==> src/lrg_pkg.sv <==
package lrg_pkg;

  localparam int VAL_W     = 48;
  localparam int FRAC_BITS = 16;
  localparam int TIME_BITS = 24;
  localparam int PERIOD_W  = 16;
  localparam int CFG_W     = 16;
  localparam int KIND_W    = 3;
  localparam int CFG_IDX_W = 1;

  localparam int DVD_W = VAL_W + 1;
  localparam int DVS_W = (TIME_BITS > PERIOD_W) ? TIME_BITS : PERIOD_W;
  localparam int CNT_W = $clog2(DVD_W + 1);

  localparam logic [PERIOD_W-1:0] DEFAULT_PERIOD = PERIOD_W'(20);

  localparam logic [VAL_W-1:0] FRAC_MASK = (VAL_W'(1) << FRAC_BITS) - VAL_W'(1);
  localparam logic [VAL_W-1:0] FRAC_ONE  = VAL_W'(1) << FRAC_BITS;
  localparam logic [VAL_W-1:0] VAL_MAX   = {1'b0, {(VAL_W-1){1'b1}}};
  localparam logic [VAL_W-1:0] VAL_MIN   = {1'b1, {(VAL_W-1){1'b0}}};

  typedef enum logic [KIND_W-1:0] {
    KIND_TARGET = 3'd0,
    KIND_TICK   = 3'd1,
    KIND_STOP   = 3'd2,
    KIND_SET    = 3'd3,
    KIND_TIME   = 3'd4
  } kind_t;

  typedef enum logic [CFG_IDX_W-1:0] {
    CFG_TICK_PERIOD  = 1'd0,
    CFG_INTEGER_MODE = 1'd1
  } cfg_idx_t;

  typedef enum logic [2:0] {
    ST_IDLE,
    ST_EXEC,
    ST_DIV1,
    ST_DIV2,
    ST_ADV,
    ST_OUT
  } state_t;

  typedef struct packed {
    logic             start;
    logic [CNT_W-1:0] nbits;
  } div_req_t;

  typedef struct packed {
    logic busy;
    logic done;
  } div_rsp_t;

  // Truncates a fixed-point value toward zero to a whole number.
  function automatic logic [VAL_W-1:0] whole(input logic [VAL_W-1:0] v);
    logic [VAL_W-1:0] kept;
    kept = v & ~FRAC_MASK;
    if (v[VAL_W-1] && ((v & FRAC_MASK) != '0)) begin
      whole = kept + FRAC_ONE;
    end else begin
      whole = kept;
    end
  endfunction

endpackage

==> src/linear_ramp_generator.sv <==
// Control-rate line generator. Kind 4 stores a pending ramp time; a new
// target (kind 0) then ramps from the current point in steps of the tick
// period, emitting the first step at once, and each tick (kind 1) emits the
// next step until the exact target goes out with last set. Without a pending
// time a new target is emitted at once with last set. Stop, set-silently and
// set-time produce no transaction. Each input transaction is taken alone:
// in_stall is high from acceptance until the result is in the output
// register. Between one acceptance and the next, silent kinds and a tick
// with no ramp running pass through EXEC alone, a jump through EXEC and
// OUT, and a ramp tick through EXEC, ADV and OUT, waiting in OUT while the
// output is stalled. A new target that starts a ramp runs two divisions on
// one shared radix-2 divider, one quotient bit per cycle: TIME_BITS bits
// for the step count and VAL_W+1 bits for the increment. The user writes
// configuration only while the block is idle; the block does not check it.
module linear_ramp_generator import lrg_pkg::*; (
  input  logic                       clk,
  input  logic                       rst_n,
  input  logic                       cfg_we,
  input  logic [CFG_IDX_W-1:0]       cfg_index,
  input  logic [CFG_W-1:0]           cfg_wdata,
  input  logic                       in_valid,
  output logic                       in_stall,
  input  logic [KIND_W-1:0]          in_kind,
  input  logic signed [VAL_W-1:0]    in_value,
  input  logic [TIME_BITS-1:0]       in_ramp_time,
  output logic                       out_valid,
  input  logic                       out_stall,
  output logic signed [VAL_W-1:0]    out_level,
  output logic                       out_last
);

  state_t state_r, state_nxt;

  logic [PERIOD_W-1:0]  tick_period_r, tick_period_nxt;
  logic                 integer_mode_r, integer_mode_nxt;
  logic [VAL_W-1:0]     goal_r, goal_nxt;
  logic [VAL_W-1:0]     current_r, current_nxt;
  logic [VAL_W-1:0]     increment_r, increment_nxt;
  logic [TIME_BITS-1:0] steps_left_r, steps_left_nxt;
  logic [TIME_BITS-1:0] pending_r, pending_nxt;
  logic                 active_r, active_nxt;
  logic                 out_valid_r, out_valid_nxt;

  logic [KIND_W-1:0]    kind_r, kind_nxt;
  logic [VAL_W-1:0]     value_r, value_nxt;
  logic [VAL_W-1:0]     target_r, target_nxt;
  logic [TIME_BITS-1:0] time_r, time_nxt;
  logic [DVD_W-1:0]     dist_r, dist_nxt;
  logic [VAL_W-1:0]     res_r, res_nxt;
  logic                 res_last_r, res_last_nxt;
  logic [VAL_W-1:0]     out_level_r, out_level_nxt;
  logic                 out_last_r, out_last_nxt;

  div_req_t             div_req;
  div_rsp_t             div_rsp;
  logic [DVD_W-1:0]     div_dividend;
  logic [DVS_W-1:0]     div_divisor;
  logic [DVD_W-1:0]     div_quotient;

  logic                 accept;
  logic [VAL_W-1:0]     start_pt;
  logic [TIME_BITS-1:0] steps_dec;
  logic [VAL_W-1:0]     step_sum;
  logic [DVD_W-1:0]     neg_q;

  lrg_div u_div (
    .clk      (clk),
    .rst_n    (rst_n),
    .req      (div_req),
    .dividend (div_dividend),
    .divisor  (div_divisor),
    .rsp      (div_rsp),
    .quotient (div_quotient)
  );

  assign accept = in_valid && !in_stall;

  always_comb begin
    state_nxt        = state_r;
    tick_period_nxt  = tick_period_r;
    integer_mode_nxt = integer_mode_r;
    goal_nxt         = goal_r;
    current_nxt      = current_r;
    increment_nxt    = increment_r;
    steps_left_nxt   = steps_left_r;
    pending_nxt      = pending_r;
    active_nxt       = active_r;
    out_valid_nxt    = out_valid_r;
    kind_nxt         = kind_r;
    value_nxt        = value_r;
    target_nxt       = target_r;
    time_nxt         = time_r;
    dist_nxt         = dist_r;
    res_nxt          = res_r;
    res_last_nxt     = res_last_r;
    out_level_nxt    = out_level_r;
    out_last_nxt     = out_last_r;
    div_req.start    = 1'b0;
    div_req.nbits    = CNT_W'(DVD_W);
    div_dividend     = {pending_r - TIME_BITS'(1), {(DVD_W-TIME_BITS){1'b0}}};
    div_divisor      = DVS_W'(tick_period_r);
    start_pt         = (steps_left_r != '0) ? current_r : goal_r;
    steps_dec        = (steps_left_r != '0) ? steps_left_r - TIME_BITS'(1) : '0;
    step_sum         = current_r + increment_r;
    neg_q            = '0 - div_quotient;

    if (cfg_we) begin
      case (cfg_index)
        CFG_TICK_PERIOD: begin
          tick_period_nxt = (cfg_wdata[PERIOD_W-1:0] != '0) ?
                            cfg_wdata[PERIOD_W-1:0] : DEFAULT_PERIOD;
        end
        CFG_INTEGER_MODE: begin
          integer_mode_nxt = cfg_wdata[0];
        end
        default: begin
        end
      endcase
    end

    if (out_valid_r && !out_stall) begin
      out_valid_nxt = 1'b0;
    end

    case (state_r)
      ST_IDLE: begin
        if (accept) begin
          kind_nxt   = in_kind;
          value_nxt  = in_value;
          target_nxt = integer_mode_r ? whole(in_value) : in_value;
          time_nxt   = in_ramp_time;
          state_nxt  = ST_EXEC;
        end
      end
      ST_EXEC: begin
        state_nxt = ST_IDLE;
        case (kind_r)
          KIND_TARGET: begin
            active_nxt = 1'b0;
            goal_nxt   = target_r;
            if (pending_r != '0) begin
              dist_nxt      = {target_r[VAL_W-1], target_r} -
                              {start_pt[VAL_W-1], start_pt};
              current_nxt   = start_pt;
              pending_nxt   = '0;
              div_req.start = 1'b1;
              div_req.nbits = CNT_W'(TIME_BITS);
              state_nxt     = ST_DIV1;
            end else begin
              steps_left_nxt = '0;
              res_nxt        = target_r;
              res_last_nxt   = 1'b1;
              state_nxt      = ST_OUT;
            end
          end
          KIND_TICK: begin
            if (active_r) begin
              state_nxt = ST_ADV;
            end
          end
          KIND_STOP: begin
            steps_left_nxt = '0;
            goal_nxt       = current_r;
            active_nxt     = 1'b0;
          end
          KIND_SET: begin
            active_nxt     = 1'b0;
            goal_nxt       = value_r;
            steps_left_nxt = '0;
          end
          KIND_TIME: begin
            pending_nxt = time_r;
          end
          default: begin
          end
        endcase
      end
      ST_DIV1: begin
        div_dividend = dist_r[DVD_W-1] ? ('0 - dist_r) : dist_r;
        div_divisor  = DVS_W'(div_quotient[TIME_BITS-1:0] + TIME_BITS'(1));
        if (div_rsp.done) begin
          steps_left_nxt = div_quotient[TIME_BITS-1:0] + TIME_BITS'(1);
          div_req.start  = 1'b1;
          div_req.nbits  = CNT_W'(DVD_W);
          state_nxt      = ST_DIV2;
        end
      end
      ST_DIV2: begin
        if (div_rsp.done) begin
          if (!dist_r[DVD_W-1]) begin
            increment_nxt = (div_quotient[DVD_W-1:VAL_W-1] != '0) ?
                            VAL_MAX : div_quotient[VAL_W-1:0];
          end else if (div_quotient[DVD_W-1] ||
                       (div_quotient[VAL_W-1] && (div_quotient[VAL_W-2:0] != '0))) begin
            increment_nxt = VAL_MIN;
          end else begin
            increment_nxt = neg_q[VAL_W-1:0];
          end
          state_nxt = ST_ADV;
        end
      end
      ST_ADV: begin
        steps_left_nxt = steps_dec;
        if (steps_dec != '0) begin
          current_nxt  = step_sum;
          active_nxt   = 1'b1;
          res_nxt      = step_sum;
          res_last_nxt = 1'b0;
        end else begin
          active_nxt   = 1'b0;
          res_nxt      = goal_r;
          res_last_nxt = 1'b1;
        end
        state_nxt = ST_OUT;
      end
      ST_OUT: begin
        if (!out_valid_r || !out_stall) begin
          out_valid_nxt = 1'b1;
          out_level_nxt = integer_mode_r ? whole(res_r) : res_r;
          out_last_nxt  = res_last_r;
          state_nxt     = ST_IDLE;
        end
      end
      default: begin
        state_nxt = ST_IDLE;
      end
    endcase
  end

  always_ff @(posedge clk) begin
    if (!rst_n) begin
      state_r        <= ST_IDLE;
      tick_period_r  <= DEFAULT_PERIOD;
      integer_mode_r <= 1'b1;
      goal_r         <= '0;
      current_r      <= '0;
      increment_r    <= '0;
      steps_left_r   <= '0;
      pending_r      <= '0;
      active_r       <= 1'b0;
      out_valid_r    <= 1'b0;
    end else begin
      state_r        <= state_nxt;
      tick_period_r  <= tick_period_nxt;
      integer_mode_r <= integer_mode_nxt;
      goal_r         <= goal_nxt;
      current_r      <= current_nxt;
      increment_r    <= increment_nxt;
      steps_left_r   <= steps_left_nxt;
      pending_r      <= pending_nxt;
      active_r       <= active_nxt;
      out_valid_r    <= out_valid_nxt;
    end
  end

  always_ff @(posedge clk) begin
    kind_r      <= kind_nxt;
    value_r     <= value_nxt;
    target_r    <= target_nxt;
    time_r      <= time_nxt;
    dist_r      <= dist_nxt;
    res_r       <= res_nxt;
    res_last_r  <= res_last_nxt;
    out_level_r <= out_level_nxt;
    out_last_r  <= out_last_nxt;
  end

  assign in_stall  = (state_r != ST_IDLE);
  assign out_valid = out_valid_r;
  assign out_level = out_level_r;
  assign out_last  = out_last_r;

endmodule

==> src/lrg_div.sv <==
module lrg_div import lrg_pkg::*; (
  input  logic             clk,
  input  logic             rst_n,
  input  div_req_t         req,
  input  logic [DVD_W-1:0] dividend,
  input  logic [DVS_W-1:0] divisor,
  output div_rsp_t         rsp,
  output logic [DVD_W-1:0] quotient
);

  logic [DVD_W-1:0] quo_r, quo_nxt;
  logic [DVS_W-1:0] rem_r, rem_nxt;
  logic [DVS_W-1:0] dvs_r, dvs_nxt;
  logic [CNT_W-1:0] cnt_r, cnt_nxt;
  logic             busy_r, busy_nxt;
  logic             done_r, done_nxt;
  logic [DVS_W:0]   shifted;
  logic [DVS_W:0]   diff;

  // Restoring division, one quotient bit per cycle. The dividend enters
  // left-aligned when fewer than DVD_W quotient bits are wanted.
  always_comb begin
    quo_nxt  = quo_r;
    rem_nxt  = rem_r;
    dvs_nxt  = dvs_r;
    cnt_nxt  = cnt_r;
    busy_nxt = busy_r;
    done_nxt = 1'b0;
    shifted  = {rem_r, quo_r[DVD_W-1]};
    diff     = shifted - {1'b0, dvs_r};
    if (req.start) begin
      quo_nxt  = dividend;
      rem_nxt  = '0;
      dvs_nxt  = divisor;
      cnt_nxt  = req.nbits;
      busy_nxt = 1'b1;
    end else if (busy_r) begin
      if (!diff[DVS_W]) begin
        rem_nxt = diff[DVS_W-1:0];
        quo_nxt = {quo_r[DVD_W-2:0], 1'b1};
      end else begin
        rem_nxt = shifted[DVS_W-1:0];
        quo_nxt = {quo_r[DVD_W-2:0], 1'b0};
      end
      cnt_nxt = cnt_r - CNT_W'(1);
      if (cnt_r == CNT_W'(1)) begin
        busy_nxt = 1'b0;
        done_nxt = 1'b1;
      end
    end
  end

  always_ff @(posedge clk) begin
    if (!rst_n) begin
      busy_r <= 1'b0;
      done_r <= 1'b0;
      cnt_r  <= '0;
    end else begin
      busy_r <= busy_nxt;
      done_r <= done_nxt;
      cnt_r  <= cnt_nxt;
    end
  end

  always_ff @(posedge clk) begin
    quo_r <= quo_nxt;
    rem_r <= rem_nxt;
    dvs_r <= dvs_nxt;
  end

  assign rsp.busy = busy_r;
  assign rsp.done = done_r;
  assign quotient = quo_r;

`ifndef SYNTHESIS
  a_start_idle: assert property (@(posedge clk) disable iff (!rst_n)
    req.start |-> !busy_r)
    else $error("divider started while busy");

  a_divisor_nonzero: assert property (@(posedge clk) disable iff (!rst_n)
    req.start |-> (divisor != '0) && (req.nbits != '0))
    else $error("divider started with zero divisor or length");

  a_done_after_busy: assert property (@(posedge clk) disable iff (!rst_n)
    done_r |-> !busy_r && $past(busy_r))
    else $error("divider done without a finished division");

  a_count_runs: assert property (@(posedge clk) disable iff (!rst_n)
    busy_r && !req.start && (cnt_r != CNT_W'(1)) |=> busy_r && (cnt_r == $past(cnt_r) - CNT_W'(1)))
    else $error("divider count out of step");
`endif

endmodule
==> config.mk <==
export PLATFORM = sky130hd
export DESIGN_NAME = linear_ramp_generator
export DESIGN_NICKNAME = d
export VERILOG_FILES = /design/src/lrg_pkg.sv /design/src/linear_ramp_generator.sv /design/src/lrg_div.sv
export SDC_FILE = /design/constraint.sdc
export NUM_CORES = 1
export LEC_CHECK = 0
export BUFFER_PORTS_ARGS = -buffer_cell sky130_fd_sc_hd__buf_2
export CORE_MARGIN = 3
export CORE_UTILIZATION = 45
export CTS_CLUSTER_SIZE = 10
export DETAILED_ROUTE_END_ITERATION = 10
export SETUP_SLACK_MARGIN = 0.2
export SLEW_MARGIN = 20
export SYNTH_ARGS = -nofsm -noshare
export SYNTH_HDL_FRONTEND = slang
export SYNTH_SLANG_ARGS = --single-unit
==> constraint.sdc <==
create_clock -name clk -period 6.37 [get_ports clk]
set_input_delay 0.3185 -clock clk [delete_from_list [all_inputs] [get_ports clk]]
set_output_delay 0.3185 -clock clk [all_outputs]
set_load 0.05 [all_outputs]
==> impl_metrics.env <==
export IMPL_wire_per_inst_um=21.1
export IMPL_synth_most_common_cell="nand2_1"
export IMPL_die_area_mm2=0.0819
export IMPL_maxCapViolCount=0
export IMPL_finalSetupViolCount=0
export IMPL_antenna_left=0
export IMPL_worstPathRequired_ns=6.71
export IMPL_syn_nets=4158
export IMPL_cts_root_buf="clkbuf_16"
export IMPL_outcome="finished clean"
export IMPL_setup_worst_path_end_class="flop"
export IMPL_initial_utilization_pct=45.5
export IMPL_fp_row_count=102
export IMPL_relSlewSlack_pct=33.6
export IMPL_layout_nets=4294
export IMPL_cts_tree="built"
export IMPL_io_buffer_count=147
export IMPL_finalMaxSlewViolations=0
export IMPL_io_pins=148
export IMPL_syn_cell_area_mm2=0.0353
export IMPL_antenna_found_initial=0
export IMPL_post_cts_buffers=0
export IMPL_fmax_mhz=177
export IMPL_clock_skew_ns=0.0281
export IMPL_clock_sinks=589
export IMPL_gr_total_overflow=0
export IMPL_synth_cells=3955
export IMPL_cts_htree_levels=3
export IMPL_dr_pass1_iters=5
export IMPL_path_class="flop to flop"
export IMPL_synth_top_flop_cell="edfxtp_1"
export IMPL_async_flop_share_pct=0
export IMPL_rsz0062_at_grt="false"
export IMPL_tightest_slew_ns=0.996
export IMPL_ir_drop_mv=0.181
export IMPL_critical_path_peak_fanout=14
export IMPL_routed_wl_mm=109
export IMPL_worstReg2RegStart="steps_left_r[17]$_SDFFE_PN0P_"
export IMPL_yosysTopAreaCell="edfxtp_1"
export IMPL_hold_class="input pin to flop"
export IMPL_die_w_um=286
export IMPL_coreArea_mm2=0.0776
export IMPL_synth_seq_cells=589
export IMPL_drc=0
export IMPL_synth_edff_count=343
export IMPL_grt_usage_pct=26.1
export IMPL_finalHoldViolations=0
export IMPL_dp_slack_ns=0.818
export IMPL_tns_ns=0
export IMPL_num_vias=30006
export IMPL_area_delta_synth_final_pct=13.5
export IMPL_worstSetupStartpoint="steps_left_r[17]$_SDFFE_PN0P_"
export IMPL_synth_area_leaders="edfxtp_1 (29%), dfxtp_1 (14%), o21ai_0 (4.8%), nand2_1 (4.3%), a21oi_1 (4.2%)"
export IMPL_drive_above_1_share_pct=9.28
export IMPL_yosysWarnings=0
export IMPL_p_leak_nw=15.2
export IMPL_clock_latency_ns=0.62
export IMPL_power_density_mw_per_mm2=256
export IMPL_grt_max_degree=99
export IMPL_arrival_ns=5.98
export IMPL_first_global_vias=28401
export IMPL_finalCritPeriodShare_pct=88.6
export IMPL_fin_crit_ns=5.64
export IMPL_ys_seq_area_share_pct=43.1
export IMPL_gp_congestion=0.953
export IMPL_clkTransAtPathRegs_ns=0.05
export IMPL_fp_dieH_um=286
export IMPL_fin_ws_ns=0.729
export IMPL_synth_area_per_cell_um2=8.93
export IMPL_worstHoldStart="cfg_we"
export IMPL_grt_pass1_wl_mm=168
export IMPL_vias_per_cell=5.78
export IMPL_cts_buffers_inserted=72
export IMPL_startpoint_type="flop"
export IMPL_yosys_top_cells_count="nand2_1 (409), nor2_1 (373), edfxtp_1 (343)"
export IMPL_synth_top_area_share_pct=29.2
export IMPL_clk_path_buf_depth=3
export IMPL_hpwl_mm=77.9
export IMPL_ys_types=96
export IMPL_drt_iter0_markers=2624
-- sequential cells by signal, summed over array words and instances (netlist names), 48 cells and up --
register,flops
goal_r,48
u_div.quotient,49
target_r,48
increment_r,48
res_r,48
current_r,48
value_r,48
dist_r,49
out_level,48
-- path summary, 6_finish.rpt --
path	slack, ns	cells after the start	to
worst max-delay path	0.73	19	dist_r[44]$_DFFE_PP_
worst min-delay path	0.03	4	integer_mode_r$_SDFFE_PN1P_
worst max register to register	0.73	19	dist_r[44]$_DFFE_PP_
worst min register to register	0.43	0	out_last$_DFFE_PP_
-- stage by stage --
step | total power [mW] | hold slack, ns | area [µm²] | instances | util [%]
CTS | 10.3 | 0.00135 | 40100 | 5188 | 51.6
global route | 10.7 | 0.0328 | 40100 | 5188 | 51.7
finish | 10.2 | 0.0268 | 40100 | 5189 | 51.7
global placement | 6.35 | 0.416 | 37000 | 4965 | 47.7
floorplan | 5.85 | 0.400 | 35300 | 3955 | -
detailed placement | 6.36 | 0.421 | 37000 | 4965 | 47.7
-- cells by family (layout without fill, tap and decap cells) --
kind of cell    Yosys count  count (layout)  share of synthesized area, %
mux                      79              79                          2.25
xor+xnor                284             284                          7.08
flops                   589             589                          43.1
buf+inv                 331             524                          3.58
other cells               0               1                             0
compound gates         1146            1146                          20.4
simple gates           1393            1393                          18.9
fa+ha+maj               133             133                          4.60
-- per-layer routing --
layer	wire, µm	GRT usage, %
met1	46100	33.5
met3	5210	3.29
met5	0	0
met2	53800	45.1
met4	4160	9.38
-- cell type report --
cell class	instances	area [µm²]
Tap cell	1040	1300
Multi-Input combinational cell	3035	18900
Clock buffer	122	2110
Clock inverter	9	56.3
Inverter	105	395
Sequential cell	589	15200
Antenna cell	1	2.50
Timing Repair Buffer	288	2050
Fill cell	7391	37500
-- power by group --
group	total [mW]	switching (mW)	internal, mW
logic	1.97	1.19	0.785
registers	4.39	0.160	4.23
clock network	3.89	1.64	2.25
total	10.2	2.98	7.26
-- cell usage in the layout (no fill, tap or decap), types with 29 or more instances in the layout --
master and n:
nand2_1 407, nor2_1 367, edfxtp_1 343, o21ai_0 339, a21oi_1 292, dfxtp_1 246, xnor2_1 167, buf_2 146
xor2_1 116, nand3_1 109, ha_1 103, inv_1 102, nor2b_1 95, nor3_1 94, dlygate4sd3_1 92, a21o_1 81
mux2i_1 76, clkbuf_16 75, or3_1 53, o211ai_1 49, a31oi_1 48, buf_4 48, a21boi_0 44, nand2b_1 42
clkbuf_1 41, nor4_1 40, o31ai_1 37, a211oi_1 36, and3_1 34, o22ai_1 31, nand4_1 29
-- repair_timing --
| item | CTS | global route |
|---|---|---|
| hold endpoints to repair | 92 | 0 |
| resized for setup | 0 | 0 |
| hold buffers | 92 | 0 |
-- worst max-delay path: stages (launching register included) --
cell	delay, ns
dfxtp_1	0.38
nor4_2	0.51
nand4_2	0.31
nor2_8	0.34
nand2_1	0.08
o21ai_0	0.12
ha_1	0.24
fa_1	0.21
inv_1	0.05
a21o_1	0.20
o211a_1	0.21
a221oi_1	0.50
nor4_1	0.13
o31ai_1	0.42
a21oi_1	0.21
o31ai_4	0.46
a311oi_2	0.21
a31oi_1	0.46
o31ai_1	0.16
xor2_1	0.16
(Power assumes the default switching activity.)
